### config.mk
export PLATFORM = sky130hd
export DESIGN_NAME = sync_type_length_frame_receiver
export DESIGN_NICKNAME = d
export VERILOG_FILES = /design/src/sv/stlf_pkg.sv /design/src/sv/stlf_parser.sv /design/src/sv/sync_type_length_frame_receiver.sv
export SDC_FILE = /design/constraint.sdc
export NUM_CORES = 1
export LEC_CHECK = 0
export BUFFER_PORTS_ARGS = -buffer_cell sky130_fd_sc_hd__buf_2
export CAP_MARGIN = 20
export CORE_MARGIN = 4
export CORE_UTILIZATION = 54
export CTS_CLUSTER_DIAMETER = 50
export DETAILED_ROUTE_END_ITERATION = 10
export PLACE_DENSITY = 0.78
export SETUP_SLACK_MARGIN = 0.05
export SYNTH_ARGS = -nofsm -noshare
export SYNTH_HDL_FRONTEND = slang
export SYNTH_HIERARCHICAL = 1
export SYNTH_SLANG_ARGS = --single-unit
### constraint.sdc
create_clock -name clk -period 3.05 [get_ports clk]
set_clock_uncertainty 0.2 [all_clocks]
set_input_delay 0.305 -clock clk [delete_from_list [all_inputs] [get_ports clk]]
set_output_delay 0.305 -clock clk [all_outputs]
set_load 0.02 [all_outputs]
### src/sv/stlf_pkg.sv
// ----------------------------------------------------------------------------
// stlf_pkg
// Shared types and constants for the sync/type/length frame receiver.
// ----------------------------------------------------------------------------
package stlf_pkg;

  localparam int unsigned BYTE_W = 8;
  localparam int unsigned POS_W  = 7;
  localparam int unsigned STAT_W = 2;
  localparam int unsigned NUM_KINDS = 6;
  localparam int unsigned CFG_IDX_W = 3;

  // Shortest legal frame: sync, type, checksum, stop
  localparam logic [BYTE_W-1:0] LEN_MIN   = 8'd4;
  localparam logic [BYTE_W-1:0] LEN_RESET = 8'd16;

  // Known frame type codes
  localparam logic [BYTE_W-1:0] KIND_ERROR  = 8'h02;
  localparam logic [BYTE_W-1:0] KIND_ODOM   = 8'h03;
  localparam logic [BYTE_W-1:0] KIND_SONAR  = 8'h04;
  localparam logic [BYTE_W-1:0] KIND_VOLUME = 8'h05;
  localparam logic [BYTE_W-1:0] KIND_LOG    = 8'h07;
  localparam logic [BYTE_W-1:0] KIND_CONFIG = 8'h08;

  // Configuration register indexes
  localparam logic [CFG_IDX_W-1:0] REG_SYNC_BYTE   = 3'd0;
  localparam logic [CFG_IDX_W-1:0] REG_STOP_BYTE   = 3'd1;
  localparam logic [CFG_IDX_W-1:0] REG_LEN_ERROR   = 3'd2;
  localparam logic [CFG_IDX_W-1:0] REG_LEN_ODOM    = 3'd3;
  localparam logic [CFG_IDX_W-1:0] REG_LEN_SONAR   = 3'd4;
  localparam logic [CFG_IDX_W-1:0] REG_LEN_VOLUME  = 3'd5;
  localparam logic [CFG_IDX_W-1:0] REG_LEN_LOG     = 3'd6;
  localparam logic [CFG_IDX_W-1:0] REG_LEN_CONFIG  = 3'd7;

  // Frame status codes
  localparam logic [STAT_W-1:0] ST_OK       = 2'd0;
  localparam logic [STAT_W-1:0] ST_BAD_TYPE = 2'd1;
  localparam logic [STAT_W-1:0] ST_BAD_STOP = 2'd2;
  localparam logic [STAT_W-1:0] ST_BAD_SUM  = 2'd3;

  typedef enum logic [1:0] {
    PH_HUNT = 2'd0,
    PH_TYPE = 2'd1,
    PH_BODY = 2'd2
  } phase_t;

  typedef struct packed {
    logic [BYTE_W-1:0]                sync_byte;
    logic [BYTE_W-1:0]                stop_byte;
    logic [NUM_KINDS-1:0][BYTE_W-1:0] frame_len;
  } stlf_cfg_t;

  typedef struct packed {
    logic              valid;
    logic [BYTE_W-1:0] frame_byte;
    logic [POS_W-1:0]  byte_position;
    logic [BYTE_W-1:0] kind;
    logic              end_of_frame;
    logic [STAT_W-1:0] status;
  } stlf_res_t;

  // Picks the configured length for a type code; len_ok low for unknown types
  typedef struct packed {
    logic              len_ok;
    logic [BYTE_W-1:0] len;
  } kind_len_t;

  function automatic kind_len_t kind_len(input logic [BYTE_W-1:0] t,
                                         input stlf_cfg_t cfg);
    kind_len_t r;
    r.len_ok = 1'b1;
    r.len    = cfg.frame_len[0];
    case (t)
      KIND_ERROR:  r.len = cfg.frame_len[0];
      KIND_ODOM:   r.len = cfg.frame_len[1];
      KIND_SONAR:  r.len = cfg.frame_len[2];
      KIND_VOLUME: r.len = cfg.frame_len[3];
      KIND_LOG:    r.len = cfg.frame_len[4];
      KIND_CONFIG: r.len = cfg.frame_len[5];
      default:     r.len_ok = 1'b0;
    endcase
    return r;
  endfunction

endpackage

### src/sv/stlf_parser.sv
// ----------------------------------------------------------------------------
// stlf_parser
// Frame state machine: sync hunt, type decode, body count, checksum and
// stop checks. Advances by one byte on each step.
// ----------------------------------------------------------------------------
module stlf_parser import stlf_pkg::*; #(
  parameter int unsigned MAX_FRAME_BYTES = 128
) (
  input  logic              clk,
  input  logic              rst_n,
  input  logic              step,
  input  logic [BYTE_W-1:0] rx_byte,
  input  stlf_cfg_t         cfg,
  output stlf_res_t         res
);

  localparam logic [BYTE_W-1:0] LEN_MAX = BYTE_W'(MAX_FRAME_BYTES);

  phase_t            phase_r, phase_nxt;
  logic [POS_W-1:0]  count_r, count_nxt;
  logic [BYTE_W-1:0] flen_r, flen_nxt;
  logic [BYTE_W-1:0] sum_r, sum_nxt;
  logic              matched_r, matched_nxt;
  logic [BYTE_W-1:0] kind_r, kind_nxt;

  kind_len_t         kl;
  logic [BYTE_W-1:0] len_clamped;
  logic [BYTE_W-1:0] pos_ext;
  logic              last_byte;
  logic              csum_byte;
  logic              is_sync;

  assign kl      = kind_len(rx_byte, cfg);
  assign pos_ext = {1'b0, count_r};
  assign last_byte = (pos_ext + 8'd1) >= flen_r;
  assign csum_byte = (pos_ext + 8'd2) == flen_r;
  assign is_sync   = rx_byte == cfg.sync_byte;

  always_comb begin
    if (kl.len < LEN_MIN) begin
      len_clamped = LEN_MIN;
    end else if (kl.len > LEN_MAX) begin
      len_clamped = LEN_MAX;
    end else begin
      len_clamped = kl.len;
    end
  end

  // Next phase
  always_comb begin
    case (phase_r)
      PH_TYPE: phase_nxt = kl.len_ok ? PH_BODY : PH_HUNT;
      PH_BODY: phase_nxt = last_byte ? PH_HUNT : PH_BODY;
      default: phase_nxt = is_sync ? PH_TYPE : PH_HUNT;
    endcase
  end

  // Datapath and result
  always_comb begin
    count_nxt   = count_r;
    flen_nxt    = flen_r;
    sum_nxt     = sum_r;
    matched_nxt = matched_r;
    kind_nxt    = kind_r;

    res.valid         = 1'b0;
    res.frame_byte    = rx_byte;
    res.byte_position = count_r;
    res.kind          = kind_r;
    res.end_of_frame  = 1'b0;
    res.status        = ST_OK;

    case (phase_r)
      PH_TYPE: begin
        kind_nxt          = rx_byte;
        res.valid         = 1'b1;
        res.byte_position = 7'd1;
        res.kind          = rx_byte;
        if (!kl.len_ok) begin
          count_nxt        = '0;
          res.end_of_frame = 1'b1;
          res.status       = ST_BAD_TYPE;
        end else begin
          flen_nxt    = len_clamped;
          sum_nxt     = sum_r + rx_byte;
          matched_nxt = 1'b0;
          count_nxt   = 7'd2;
        end
      end
      PH_BODY: begin
        res.valid = 1'b1;
        if (last_byte) begin
          count_nxt        = '0;
          res.end_of_frame = 1'b1;
          // stop check outranks checksum check
          if (rx_byte != cfg.stop_byte) begin
            res.status = ST_BAD_STOP;
          end else if (!matched_r) begin
            res.status = ST_BAD_SUM;
          end else begin
            res.status = ST_OK;
          end
        end else begin
          if (csum_byte) begin
            matched_nxt = rx_byte == sum_r;
          end else begin
            sum_nxt = sum_r + rx_byte;
          end
          count_nxt = count_r + 7'd1;
        end
      end
      default: begin
        if (is_sync) begin
          sum_nxt     = rx_byte;
          count_nxt   = 7'd1;
          matched_nxt = 1'b0;
        end else begin
          count_nxt = '0;
        end
      end
    endcase
  end

  always_ff @(posedge clk) begin
    if (!rst_n) begin
      phase_r   <= PH_HUNT;
      count_r   <= '0;
      flen_r    <= '0;
      sum_r     <= '0;
      matched_r <= 1'b0;
      kind_r    <= '0;
    end else if (step) begin
      phase_r   <= phase_nxt;
      count_r   <= count_nxt;
      flen_r    <= flen_nxt;
      sum_r     <= sum_nxt;
      matched_r <= matched_nxt;
      kind_r    <= kind_nxt;
    end
  end

endmodule

### src/sv/sync_type_length_frame_receiver.sv
// ----------------------------------------------------------------------------
// sync_type_length_frame_receiver
// Byte-stream receiver for sync/type/length framed packets with an additive
// modulo-256 checksum.
// ----------------------------------------------------------------------------
// Bytes enter on the in_ stream one per transaction. The block hunts for the
// configured sync byte, then treats the next byte as the frame type. Known
// types (2, 3, 4, 5, 7, 8) each have a configured total length, clamped to
// 4..MAX_FRAME_BYTES and latched when the type byte arrives; an unknown type
// ends the attempt at once with status bad type. Every frame byte from the
// type byte on leaves as one out_ transaction carrying the byte, its index in
// the frame (sync is index 0) and the frame type. The last byte of an attempt
// has out_tlast set and a status: 0 ok, 1 bad type, 2 bad stop byte, 3 bad
// checksum, the stop check taking priority. The checksum byte (second to
// last) must equal the modulo-256 sum of every earlier byte, sync included.
// Hunting bytes and the sync byte give no output. Throughput is one byte per
// clock cycle while out_tready does not stall the result register. An accepted
// byte sits in the input register and is then processed into the result
// register, which drives the output. Configuration writes take effect on the
// next cycle and are meant to be made while no bytes are in flight.
// ----------------------------------------------------------------------------
module sync_type_length_frame_receiver import stlf_pkg::*; #(
  parameter int unsigned MAX_FRAME_BYTES = 128
) (
  input  logic                 clk,
  input  logic                 rst_n,

  // received byte stream
  input  logic                 in_tvalid,
  output logic                 in_tready,
  input  logic [7:0]           in_tdata,    // [7:0] rx_byte

  // frame byte stream
  output logic                 out_tvalid,
  input  logic                 out_tready,
  output logic [15:0]          out_tdata,   // [7:0] frame_byte, [14:8] byte_position
  output logic                 out_tlast,   // end_of_frame
  output logic [9:0]           out_tuser,   // [7:0] kind, [9:8] status

  // configuration writes
  input  logic                 cfg_wr_en,
  input  logic [CFG_IDX_W-1:0] cfg_index,
  input  logic [BYTE_W-1:0]    cfg_wdata
);

  // Configuration registers
  stlf_cfg_t cfg_r;

  always_ff @(posedge clk) begin
    if (!rst_n) begin
      cfg_r.sync_byte <= '0;
      cfg_r.stop_byte <= '0;
      cfg_r.frame_len <= {NUM_KINDS{LEN_RESET}};
    end else if (cfg_wr_en) begin
      case (cfg_index)
        REG_SYNC_BYTE:  cfg_r.sync_byte    <= cfg_wdata;
        REG_STOP_BYTE:  cfg_r.stop_byte    <= cfg_wdata;
        REG_LEN_ERROR:  cfg_r.frame_len[0] <= cfg_wdata;
        REG_LEN_ODOM:   cfg_r.frame_len[1] <= cfg_wdata;
        REG_LEN_SONAR:  cfg_r.frame_len[2] <= cfg_wdata;
        REG_LEN_VOLUME: cfg_r.frame_len[3] <= cfg_wdata;
        REG_LEN_LOG:    cfg_r.frame_len[4] <= cfg_wdata;
        REG_LEN_CONFIG: cfg_r.frame_len[5] <= cfg_wdata;
        default: ;
      endcase
    end
  end

  // Input register. The held byte is processed when the result register
  // is free or being emptied this cycle; a byte that gives no result
  // still needs that slot free, which keeps ordering simple.
  logic              in_valid_r;
  logic [BYTE_W-1:0] in_byte_r;
  logic              advance;
  logic              out_valid_r;

  assign advance   = in_valid_r && (!out_valid_r || out_tready);
  assign in_tready = !in_valid_r || advance;

  always_ff @(posedge clk) begin
    if (!rst_n) begin
      in_valid_r <= 1'b0;
    end else if (in_tready) begin
      in_valid_r <= in_tvalid;
    end
  end

  always_ff @(posedge clk) begin
    if (in_tvalid && in_tready) begin
      in_byte_r <= in_tdata;
    end
  end

  // Frame state machine
  stlf_res_t res;

  stlf_parser #(
    .MAX_FRAME_BYTES (MAX_FRAME_BYTES)
  ) u_parser (
    .clk     (clk),
    .rst_n   (rst_n),
    .step    (advance),
    .rx_byte (in_byte_r),
    .cfg     (cfg_r),
    .res     (res)
  );

  // Result register
  stlf_res_t res_r;

  always_ff @(posedge clk) begin
    if (!rst_n) begin
      out_valid_r <= 1'b0;
    end else if (advance) begin
      out_valid_r <= res.valid;
    end else if (out_tready) begin
      out_valid_r <= 1'b0;
    end
  end

  always_ff @(posedge clk) begin
    if (advance && res.valid) begin
      res_r <= res;
    end
  end

  assign out_tvalid = out_valid_r;
  assign out_tdata  = {1'b0, res_r.byte_position, res_r.frame_byte};
  assign out_tlast  = res_r.end_of_frame;
  assign out_tuser  = {res_r.status, res_r.kind};

endmodule

Word-level counts from Yosys, hierarchy flattened
Cells that the tools add are included.
- add/sub/neg operators: 4
- magnitude comparators: 3
- equality and inequality tests: 23
- mux-type cells: 31
- reductions and logical operators: 24
- operators by type and width (operator ; count):
    2-to-1 mux 8 bit ; 7
    one-hot mux 8 bit (5 select lines) ; 1
    == test 8 x 3 -> 1 bit, second input constant ; 3
    == test 8 bit ; 3
    AND reduction 2 bit ; 9
    == test 8 x 2 -> 1 bit, second input constant ; 2
    one-hot mux 8 bit (2 select lines) ; 1
    one-hot mux 7 bit (2 select lines) ; 1
    == test 3 bit, second input constant ; 4
    2-to-1 mux 1 bit ; 10
    2-to-1 mux 2 bit ; 5
    AND reduction 5 bit ; 2
    adder 7 x 1 -> 8 bit, second input constant ; 1
    adder 7 x 2 -> 8 bit, second input constant ; 1
    adder 8 bit ; 1
    == test 8 x 4 -> 1 bit, second input constant ; 1
    greater-or-equal comparator 8 bit ; 1
    greater-than comparator 8 bit, second input constant ; 1
    less-than comparator 8 x 3 -> 1 bit, second input constant ; 1
    inequality test 8 bit ; 1
    adder 7 x 1 -> 7 bit, second input constant ; 1
    2-to-1 mux 7 bit ; 1
    == test 3 x 2 -> 1 bit, second input constant ; 2
    2-to-1 mux 3 bit ; 2
    other kinds (17) ; 23
- register bits: 134
- bits of input ports: 24
- output and inout port bits: 29
- logic and storage cells: 107

Depth between registers and ports, before layout
Gate-level depths: netlist of the first run.
- depth after elaboration: 5
- depth in mapped cells: 14
- gate-level depth less buffers: 12

Hierarchy
Netlist of the first run, hierarchy kept.
- by module, submodules not included (module ; instances ; cells each ; area an instance (sq um) ; sequential area each (sq um)):
    sync_type_length_frame_receiver ; 1 ; 271 ; 3493.4 ; 2342.2
    stlf_parser ; 1 ; 407 ; 3154.3 ; 680.7

Worst setup path after synthesis of the first run
OpenSTA, ideal clock, no wires.
- path kind: reg-to-reg
- from: reg u_parser.count_r[2]
- to: reg u_parser.sum_r[0]
- library setup time: 0.086 ns
- arrival time: 2.632 ns
- data required time: 2.764 ns
- path slack: 0.133 ns
- stages on the path, launching flop included: 14
- path buffers: 3
- clock period less this slack: 2.917 ns
- path through: dfxtp_1 -> ha_1 -> buf_6 -> nand4_1 -> xnor2_1 -> ha_1 -> a211o_1 -> o32a_1 -> nand3_1 -> o211a_1 -> buf_6 -> buf_6 -> nor2_1 -> a211oi_1
- longest elaborated chain between the ends: 4
- ends and longest elaborated chain (what ; line ; text):
    from (decl) ; stlf_parser.sv:20 ; logic [POS_W-1:0] count_r, count_nxt;
    from (signal assigned) ; stlf_parser.sv:134 ; count_r <= count_nxt;
    adder 7 x 1 -> 8 bit / adder 7 x 2 -> 8 bit (equally long branches) ; stlf_parser.sv:35, stlf_parser.sv:36 ;
    greater-or-equal comparator 8 bit / == test 8 bit (equally long branches) ; stlf_parser.sv:35, stlf_parser.sv:36 ;
    inequality test 2 bit (no source line) ; - ;
    AND reduction 5 bit (no source line) (*) ; - ;
    to (signal assigned) ; stlf_parser.sv:136 ; sum_r <= sum_nxt;
    to (decl) ; stlf_parser.sv:22 ; logic [BYTE_W-1:0] sum_r, sum_nxt;
Mark *: on every way between the ends. The rest lies on a longest branch, timed or not.
A chain may end at the register's enable or synchronous reset.

Worst setup path after layout of the first run
- from: reg u_parser.count_r[1]
- to: reg u_parser.sum_r[7]
Same word-level chain as after synthesis.

==> results of run 1 <==
-- layer usage --
metal	global-route usage [%]	part of all wire, %
met4	9.848	2.7
met3	5.698	4.8
met5	0	0
met1	28.02	40
met2	43.55	53
-- cell usage after synthesis, types with 6 or more instances --
cell type,count
nand2_1,106
dfxtp_1,100
mux2i_1,74
a21oi_1,34
edfxtp_1,34
xnor2_1,26
clkbuf_1,22
nor2_1,21
inv_1,20
nor2b_1,20
ha_1,19
nand3_1,17
o21ai_0,16
a22oi_1,14
buf_2,12
mux2_2,12
nand4_1,11
buf_4,9
nor3_1,8
xor2_1,7
buf_6,6
-- registers in the layout, summed over array words and instances (netlist names) --
register / count
u_parser/flen_r: 8
cfg_r: 64
out_tvalid: 1
in_valid_r: 1
in_byte_r: 8
u_parser/kind_r: 8
u_parser/sum_r: 8
out_tlast: 1
out_tdata: 15
u_parser/count_r: 7
u_parser/matched_r: 1
out_tuser: 10
u_parser/phase_r: 2
-- final cells by class --
class	count	area [µm²]	share of cell area, %
Multi-Input combinational cell	471	3298	42.67
Clock inverter	5	50.05	0.6476
Clock buffer	27	493.0	6.379
Sequential cell	134	3024	39.13
Tap cell	147	183.9	2.380
Inverter	21	78.83	1.020
Timing Repair Buffer	92	600.6	7.771
-- worst paths after layout --
check,startpoint,end,depth (start not counted),slack [ns]
max,u_parser/count_r[1],u_parser/sum_r[7],11,0.15
min,out_tready,in_valid_r,3,0.04
max reg2reg,u_parser/count_r[1],u_parser/sum_r[7],11,0.15
min reg2reg,u_parser/kind_r[5],u_parser/kind_r[5],2,0.26
-- power by group through the flow --
| stage | registers [mW] | clock network (mW) | logic (mW) |
|---|---|---|---|
| 2_1_floorplan | 1.89 | 0 | 0.155 |
| 3_3_place_gp | 1.90 | 0 | 0.211 |
| 3_5_place_dp | 1.90 | 0 | 0.218 |
| 4_1_cts | 1.86 | 1.92 | 0.230 |
| 5_1_grt | 1.86 | 2.01 | 0.252 |
| 6_report | 1.86 | 1.89 | 0.233 |
-- critical path, delay by kind of cell, from the launching register on --
| kind | cells | cell delay (ns) |
|---|---|---|
| AO/OA/AOI/OAI | 4 | 1.10 |
| XOR/XNOR | 1 | 0.18 |
| adder cells (fa/ha/maj) | 2 | 0.48 |
| buffers and inverters | 1 | 0.15 |
| flip-flops | 1 | 0.34 |
| multiplexers | 1 | 0.08 |
| AND/OR/NAND/NOR | 2 | 0.26 |
-- stage by stage --
| step | area [µm²] | instances | hold WS, ns | util [%] | setup WS [ns] |
|---|---|---|---|---|---|
| 2_1_floorplan | 6648 | 678 | 0.2039 | - | 0.1328 |
| 3_3_place_gp | 7042 | 854 | 0.2402 | 58.63 | 0.1304 |
| 3_5_place_dp | 7042 | 854 | 0.2482 | 58.63 | 0.04828 |
| 4_1_cts | 7686 | 896 | 0.01081 | 63.99 | 0.07932 |
| 5_1_grt | 7729 | 897 | 0.05774 | 64.34 | 0.01096 |
| 6_report | 7729 | 897 | 0.04237 | 64.34 | 0.1492 |
-- kinds of logic after synthesis --
logic type | after synthesis | synth area share [%]
AND/OR/NAND/NOR | 226 | 17.03
AO/OA/AOI/OAI | 105 | 10.50
buffers and inverters | 73 | 5.533
flip-flops | 134 | 45.47
other | 1 | 0.05641
XOR/XNOR | 33 | 4.348
multiplexers | 86 | 13.18
adder cells (fa/ha/maj) | 20 | 3.877
-- repair_timing --
action | in CTS | in global routing
setup buffers | 0 | 1
setup endpoints to repair | 3 | 10
hold endpoints to repair | 11 | 0
hold buffers | 10 | 0
gates resized for setup | 1 | 7
pin swaps | 0 | 4
==> results.toml, run 1 <==
[worst_hold_path]
min-delay-path-class = "in -> reg"

[power]
fin_total_pwr_mw = 3.985
p_leak_nw = 3.276
power_density_mw_per_mm2 = 515.5
p_seq_share_pct = 46.7
combinationalPowerShare_pct = 5.9
peakVddDrop_uv = 404.2
p_clk_share_pct = 47.4
p_sw_uw = 867.9
intPower_mw = 3.117
p_sw_share_pct = 21.78

[drt]
ant_nets = 0
num_vias = 5222
wl_um = 16490
initialDrtViolationCount = 354
via_per_inst = 5.822
avgRoutedWirePerCell_um = 18.39
drc_errors = 0
dr.pass1.iters = 5

[floorplan]
pin_count = 53
die_w_um = 119.0
dieArea_mm2 = 0.01415
rows = 40
die_h_um = 119.0
core_mm2 = 0.01201
start_util_pct = 55.34

[sta]
fin_crit_sh_pct = 95.11
slew_headroom_pct = 49.24
rsz0062_at_grt = "yes"
setup_viol = 0
fin_tns_setup_ns = 0
hold_viol_final = 0
max_freq_mhz = 344.7
slew_viol_final = 0
max_slew.worst_pin.slew_ns = 0.7573
fin_crit_ns = 2.901

[placement]
port_buffers = 51
gp_congestion = 0.8582
dp_hpwl_um = 11550

[critical_path]
crit_chain = "ha_1 -> nand4_1 -> xnor2_2 -> ha_1 -> a211o_1 -> o32a_1 -> nand3_2 -> o211a_1 -> buf_12 -> mux2i_1 -> o31a_1"
cp_max_fo = 16
slowest_stage = "o32a_1"
startpoint_type = "register"
cpMostUsedCell = "ha_1"
worst_setup_path_end_kind = "register"
cpPeakStageDelay_ns = 0.36
arrival_ns = 3.00
path_class = "reg -> reg"
critPathRequiredTime_ns = 3.15

[global_route]
grt_pass1_wl_um = 27230
grt_pass1_vias = 5368
grt_max_degree = 33
overflow = 0
antenna_found_initial = 0
grt_use_total_pct = 24.37

[status]
status = "finished clean"

[layout]
fill_cells = 953
layout.nets = 781
diodes = 0
final_cell_mix = "nand2_1 (106), dfxtp_1 (99), mux2i_1 (74)"
final_common_cell = "nand2_1"
areaGrowthSynthToFinish_pct = 16.26
drive_above_1_share_pct = 17.73

[job]
cap_violations = 0

[synthesis]
async_flop_share_pct = 0
synth.distinct_cells = 63
syn_area_mm2 = 0.006648
synthCells = 678
ys_ff_latch = 134
syn_area_per_cell_um2 = 9.805
synth-edff-count = 34
synth_top_area_share_pct = 30.11
seq_area_frac_synth_pct = 45.47
yosysWarnings = 6
synth_area_leaders = "dfxtp_1 (30%), edfxtp_1 (15%), mux2i_1 (11%), nand2_1 (6.0%), ha_1 (3.6%)"
synth_ff_type = "dfxtp_1"
synth_fp_nets = 722
synth_top_area_cell = "dfxtp_1"

[clock_tree]
numCtsBuffers = 17
worstSkewPairLatency_ns = 0.42
clock_path_buffers = 2
htree_levels = 4
cts.clk_slew.worst_paths_ns = 0.05
cts_root_buf = "clkbuf_16"
cts_tree = "yes"
clock_sinks = 134
Power figures use the tool's default switching activity.
==> inputs of run 2 (changes only) <==
--- a/config.mk
+++ b/config.mk
@@ -7,11 +7,13 @@
 export LEC_CHECK = 0
 export BUFFER_PORTS_ARGS = -buffer_cell sky130_fd_sc_hd__buf_2
 export CAP_MARGIN = 20
+export CELL_PAD_IN_SITES_DETAIL_PLACEMENT = 0
+export CELL_PAD_IN_SITES_GLOBAL_PLACEMENT = 1
 export CORE_MARGIN = 4
-export CORE_UTILIZATION = 54
+export CORE_UTILIZATION = 42
 export CTS_CLUSTER_DIAMETER = 50
 export DETAILED_ROUTE_END_ITERATION = 10
-export PLACE_DENSITY = 0.78
+export PLACE_DENSITY = 0.77
 export SETUP_SLACK_MARGIN = 0.05
 export SYNTH_ARGS = -nofsm -noshare
 export SYNTH_HDL_FRONTEND = slang
==> constraint.sdc (replaced) <==
create_clock -name clk -period 3.05 [get_ports clk]
set_clock_uncertainty 0.2 [all_clocks]
set_input_delay 0.1525 -clock clk [delete_from_list [all_inputs] [get_ports clk]]
set_output_delay 0.1525 -clock clk [all_outputs]
set_load 0.02 [all_outputs]
==> run 2 against run 1 <==
Against the previous run:
- routed wire length rose by 1.3%
- highest routed layer unchanged
- register-to-register slack improved by 0.06 ns
- final area up 2.6%
- largest power group unchanged
- largest cell class unchanged
- total power increased by 6.2%
- critical path type unchanged
- hold slack worse by 0.011 ns
- die area increased by 27%
==> results.toml, run 2 (same netlist as run 1, synthesis figures left out) <==
[status]
status = "finished clean"

[drt]
drc_errors = 0
via_per_inst = 5.320
wl_um = 16710
dr.pass1.iters = 4
num_vias = 5134
initialDrtViolationCount = 367
avgRoutedWirePerCell_um = 17.32
ant_nets = 0

[placement]
dp_hpwl_um = 11860
placed_cells = 919
port_buffers = 51
gp_congestion = 0.8766

[layout]
areaGrowthSynthToFinish_pct = 19.31
layout.nets = 785
drive_above_1_share_pct = 19.10
fill_cells = 1379
largest_reg_flops = 64
diodes = 0
largest_register = "cfg_r"
finalNonFillerCells = 965
final_cell_mix = "nand2_1 (105), dfxtp_1 (98), mux2i_1 (74)"
final_common_cell = "nand2_1"

[floorplan]
die_h_um = 133.8
pin_count = 53
die_w_um = 133.8
core_mm2 = 0.01537
rows = 45
dieArea_mm2 = 0.01791
start_util_pct = 43.25

[critical_path]
reg2reg_from = "u_parser/count_r[1]"
reg2reg_to = "u_parser/sum_r[3]"
crit_chain = "ha_2 -> nand4_1 -> xnor2_2 -> ha_1 -> a211o_1 -> o32a_1 -> nand3_2 -> o211a_1 -> buf_4 -> nor2_1 -> a311oi_1"
r2r_slack_ns = 0.21
critPathRequiredTime_ns = 3.18
arrival_ns = 2.96
cp_max_fo = 8
worst_setup_path_end_kind = "register"
reg2regPathDepth = 11
slowest_stage = "dfxtp_1"
cpPeakStageDelay_ns = 0.35
path_class = "reg -> reg"
startpoint_type = "register"

[job]
cap_violations = 0

[clock_tree]
htree_levels = 4
cts_tree = "yes"
cts_root_buf = "clkbuf_16"
clock_path_buffers = 2
cts.clk_slew.worst_paths_ns = 0.06
clock_sinks = 134
numCtsBuffers = 17
worstSkewPairLatency_ns = 0.42

[worst_hold_path]
hold_path_depth = 3
min-delay-path-class = "in -> reg"
min_from = "cfg_wdata[6]"
hold_end = "cfg_r[14]"

[sta]
fin_crit_ns = 2.837
fin_crit_sh_pct = 93.02
slew_viol_final = 0
max_slew.worst_pin.slew_ns = 0.7193
setup_viol = 0
rsz0062_at_grt = "no"
fin_tns_setup_ns = 0
hold_viol_final = 0
slew_headroom_pct = 51.77
whs_ns = 0.03116
max_freq_mhz = 352.5

[global_route]
antenna_found_initial = 0
grt_use_total_pct = 18.89
grt_pass1_wl_um = 26760
overflow = 0
grt_pass1_vias = 5087
grt_max_degree = 35

[power]
power_density_mw_per_mm2 = 533.3
p_leak_nw = 3.329
peakVddDrop_uv = 433.1
## run 2: cell count changes in the layout (fill, tap and decap cells not counted), sizes merged
cell         delta
bufinv          +1
clkbuf          -5
dlygate4sd3     +2
buf             +2
inv             +4
## run 2: routing by layer
metal / up-vias / wire, µm / GRT usage [%]
li1: 2522 / - / -
met1: 2467 / 7624 / 24.29
met2: 126 / 8169 / 31.75
met3: 19 / 627 / 4.051
met4: 0 / 293 / 6.171
met5: - / 0 / 0
## run 2: area by class of cell
cell class,count,area (µm²),share of cell area (%)
Clock buffer,22,506.7,6.389
Clock inverter,10,111.4,1.404
Inverter,21,78.83,0.9938
Multi-Input combinational cell,471,3298,41.58
Sequential cell,134,3025,38.14
Tap cell,211,264.0,3.329
Timing Repair Buffer,96,646.9,8.156
## run 2: what timing repair did
action | in CTS | in global routing
endpoints found under the hold margin | 18 | 0
hold buffers | 12 | 0
gates resized for setup | 0 | 12
buffers inserted | 0 | 1
setup endpoints to repair | 0 | 12
## run 2: how the worst max path moves through the flow
stage	end	depth (start not counted)	from	slack (ns)
final	u_parser/sum_r[3]	11	u_parser/count_r[1]	0.21
after global routing	u_parser/sum_r[7]	11	u_parser/count_r[1]	0.08
after CTS	u_parser/sum_r[7]	13	u_parser/count_r[0]	0.06
after detailed placement	u_parser/sum_r[7]	13	u_parser/count_r[0]	0.1
after global placement	u_parser/sum_r[7]	12	u_parser/count_r[0]	0.17
after floorplan	u_parser/sum_r[0]	13	u_parser/count_r[2]	0.13
## run 2: through the flow
stage / power [mW] / setup slack (ns) / utilization [%] / area [µm²]
3_3_place_gp: 2.119 / 0.1720 / 46.30 / 7117
4_1_cts: 4.260 / 0.06307 / 51.10 / 7855
3_5_place_dp: 2.124 / 0.09710 / 46.30 / 7117
6_report: 4.230 / 0.2130 / 51.60 / 7931
5_1_grt: 4.374 / 0.08157 / 51.60 / 7931
2_1_floorplan: 2.049 / 0.1328 / - / 6648
## run 2: critical path, delay by kind of cell (launching register included)
| family | cells | cell delay, ns |
|---|---|---|
| simple gates | 3 | 0.29 |
| buf+inv | 1 | 0.16 |
| fa+ha+maj | 2 | 0.48 |
| flops | 1 | 0.35 |
| xor+xnor | 1 | 0.18 |
| compound gates | 4 | 1.08 |
## run 2: where the power goes
group | switching (mW) | leakage (nW) | internal (mW) | total, mW
Combinational | 0.139 | 1.89 | 0.0949 | 0.234
Sequential | 0.0243 | 1.13 | 1.84 | 1.87
Clock | 0.783 | 0.312 | 1.35 | 2.13
==> inputs of run 3 (changes only) <==
--- a/config.mk
+++ b/config.mk
@@ -10,10 +10,10 @@
 export CELL_PAD_IN_SITES_DETAIL_PLACEMENT = 0
 export CELL_PAD_IN_SITES_GLOBAL_PLACEMENT = 1
 export CORE_MARGIN = 4
-export CORE_UTILIZATION = 42
+export CORE_UTILIZATION = 47
 export CTS_CLUSTER_DIAMETER = 50
 export DETAILED_ROUTE_END_ITERATION = 10
-export PLACE_DENSITY = 0.77
+export PLACE_DENSITY = 0.82
 export SETUP_SLACK_MARGIN = 0.05
 export SYNTH_ARGS = -nofsm -noshare
 export SYNTH_HDL_FRONTEND = slang
==> constraint.sdc (replaced) <==
create_clock -name clk -period 3.1 [get_ports clk]
set_clock_uncertainty 0.2 [all_clocks]
set_input_delay 0.155 -clock clk [delete_from_list [all_inputs] [get_ports clk]]
set_output_delay 0.155 -clock clk [all_outputs]
set_load 0.02 [all_outputs]
==> run 3 against run 2 <==
Against the previous run:
- non-clock buffer count increased by 3
- utilization increased by 5.3 points
- cell count is 2.9% lower
- clock power is 3% lower
- first-iteration DRC count fell by 23%
- critical path depth stayed put
- sequential share of layout area up 0.14 points
- global-route usage is 2.2 points higher
- critical path type unchanged
==> results.toml, run 3 (same netlist as run 1, synthesis figures left out) <==
[job]
cap_violations = 0

[clock_tree]
cts_root_buf = "clkbuf_16"
cts.clk_slew.worst_paths_ns = 0.06
htree_levels = 4
worstSkewPairLatency_ns = 0.43
clock_sinks = 134
numCtsBuffers = 17
clock_path_buffers = 2
cts_tree = "yes"

[drt]
wl_um = 16590
top_layer = "met4"
drt-met1-wl_um = 7224
avgRoutedWirePerCell_um = 17.71
met2_length_um = 8283
met3_length_um = 697
dr.pass1.iters = 5
drc_errors = 0
initialDrtViolationCount = 281
ant_nets = 0
via_per_inst = 5.550
num_vias = 5200

[sta]
fin_tns_setup_ns = 0
rsz0062_at_grt = "no"
max_freq_mhz = 342.8
whs_ns = 0.008182
fin_crit_sh_pct = 94.10
hold_viol_final = 0
setup_viol = 0
slew_headroom_pct = 56.52
fin_crit_ns = 2.917
max_slew.worst_pin.slew_ns = 0.6484
slew_viol_final = 0

[critical_path]
cpPeakStageDelay_ns = 0.36
cp_max_fo = 9
worst_path_dominant_cell_family = "compound AO/OA/AOI/OAI gates"
critPathRequiredTime_ns = 3.22
reg2reg_from = "u_parser/count_r[1]"
path_class = "reg -> reg"
worst_setup_path_end_kind = "register"
r2r_slack_ns = 0.18
slowest_stage = "o32a_1"
crit_chain = "ha_1 -> nand4_1 -> xnor2_2 -> ha_1 -> a211o_1 -> o32a_1 -> nand3_2 -> o211a_1 -> buf_4 -> o311ai_0 -> o211a_1"
critPathBufInv = 1
reg2reg_to = "u_parser/sum_r[4]"
arrival_ns = 3.03
startpoint_type = "register"
reg2regPathDepth = 11

[floorplan]
core_mm2 = 0.01388
die_h_um = 126.9
dieArea_mm2 = 0.01611
rows = 43
start_util_pct = 47.89
pin_count = 53
die_w_um = 126.9

[layout]
drive_above_1_share_pct = 19.29
largest_register = "cfg_r"
largest_reg_flops = 64
areaGrowthSynthToFinish_pct = 18.88
multiInputGateArea_mm2 = 0.003286
final_common_cell = "nand2_1"
final_cell_mix = "nand2_1 (106), dfxtp_1 (98), mux2i_1 (74)"
regArea_mm2 = 0.003025
layout.nets = 788
diodes = 0
fill_cells = 1187

[status]
status = "finished clean"

[worst_hold_path]
hold_end = "cfg_r[47]"
min-delay-path-class = "in -> reg"
min_from = "cfg_wdata[7]"
hold_path_depth = 3

[global_route]
grt_max_degree = 30
grt_pass1_vias = 5310
antenna_found_initial = 0
grt_use_total_pct = 21.09
grt_pass1_wl_um = 26850
overflow = 0

[power]
power_density_mw_per_mm2 = 523.8
p_leak_nw = 3.341
peakVddDrop_uv = 370.8

[placement]
gp_congestion = 0.9093
port_buffers = 51
dp_hpwl_um = 11890
run 3: cell types whose count changed in the layout (fill, tap and decap cells not counted), sizes merged:
cell / delta
buf: +3
clkinvlp: +2
clkinv: -3
bufinv: -1
clkbuf: +2
run 3: what timing repair did:
action	4_1_cts	5_1_grt
hold buffers	12	0
resized for setup	0	8
setup endpoints to repair	0	8
endpoints found under the hold margin	18	0
setup buffers	0	2
run 3: worst max path at each step:
stage / startpoint / depth (start not counted) / end / slack (ns)
after floorplan: u_parser/count_r[2] / 13 / u_parser/sum_r[0] / 0.18
after global placement: u_parser/count_r[0] / 12 / u_parser/sum_r[7] / 0.22
after detailed placement: u_parser/count_r[0] / 12 / u_parser/sum_r[4] / 0.12
after CTS: u_parser/count_r[0] / 12 / u_parser/sum_r[4] / 0.1
after global routing: u_parser/count_r[1] / 13 / u_parser/sum_r[7] / 0.04
final: u_parser/count_r[1] / 11 / u_parser/sum_r[4] / 0.18
run 3: power by group:
group	total (mW)	switching (mW)	internal (mW)	leakage [nW]
logic	0.228	0.134	0.0940	1.90
registers	1.84	0.0261	1.81	1.13
clock network	2.07	0.763	1.31	0.306
total	4.14	0.923	3.22	3.34
run 3: stage by stage:
stage | area [µm²] | setup slack, ns | util [%] | power, mW | instances
CTS | 7835 | 0.09907 | 56.44 | 4.166 | 934
global placement | 7093 | 0.2200 | 51.10 | 2.084 | 890
finish | 7903 | 0.1827 | 56.93 | 4.139 | 937
floorplan | 6648 | 0.1828 | - | 2.016 | 678
detailed placement | 7093 | 0.1168 | 51.10 | 2.091 | 890
global route | 7903 | 0.03672 | 56.93 | 4.270 | 937
run 3: cell type report:
class / count / area share [%]
Timing Repair Buffer: 99 / 8.423
Sequential cell: 134 / 38.28
Inverter: 21 / 0.9975
Tap cell: 180 / 2.850
Clock inverter: 8 / 0.9816
Clock buffer: 24 / 6.887
Multi-Input combinational cell: 471 / 41.58
run 3: per-layer routing:
layer  track usage, %  up-vias
met5                0        -
met4            8.896        0
met3            4.463       30
met2            35.59      119
met1            26.17     2523
li1                 -     2528
run 3: worst register-to-register path: cells and delay by family (launching register included):
kind	cells	cell delay, ns
AOI/OAI and AO/OA	5	1.17
adders and majority gates	2	0.47
DFF	1	0.34
and+or+nand+nor	2	0.28
xor gates and xnor gates	1	0.19
buffers and inverters	1	0.16
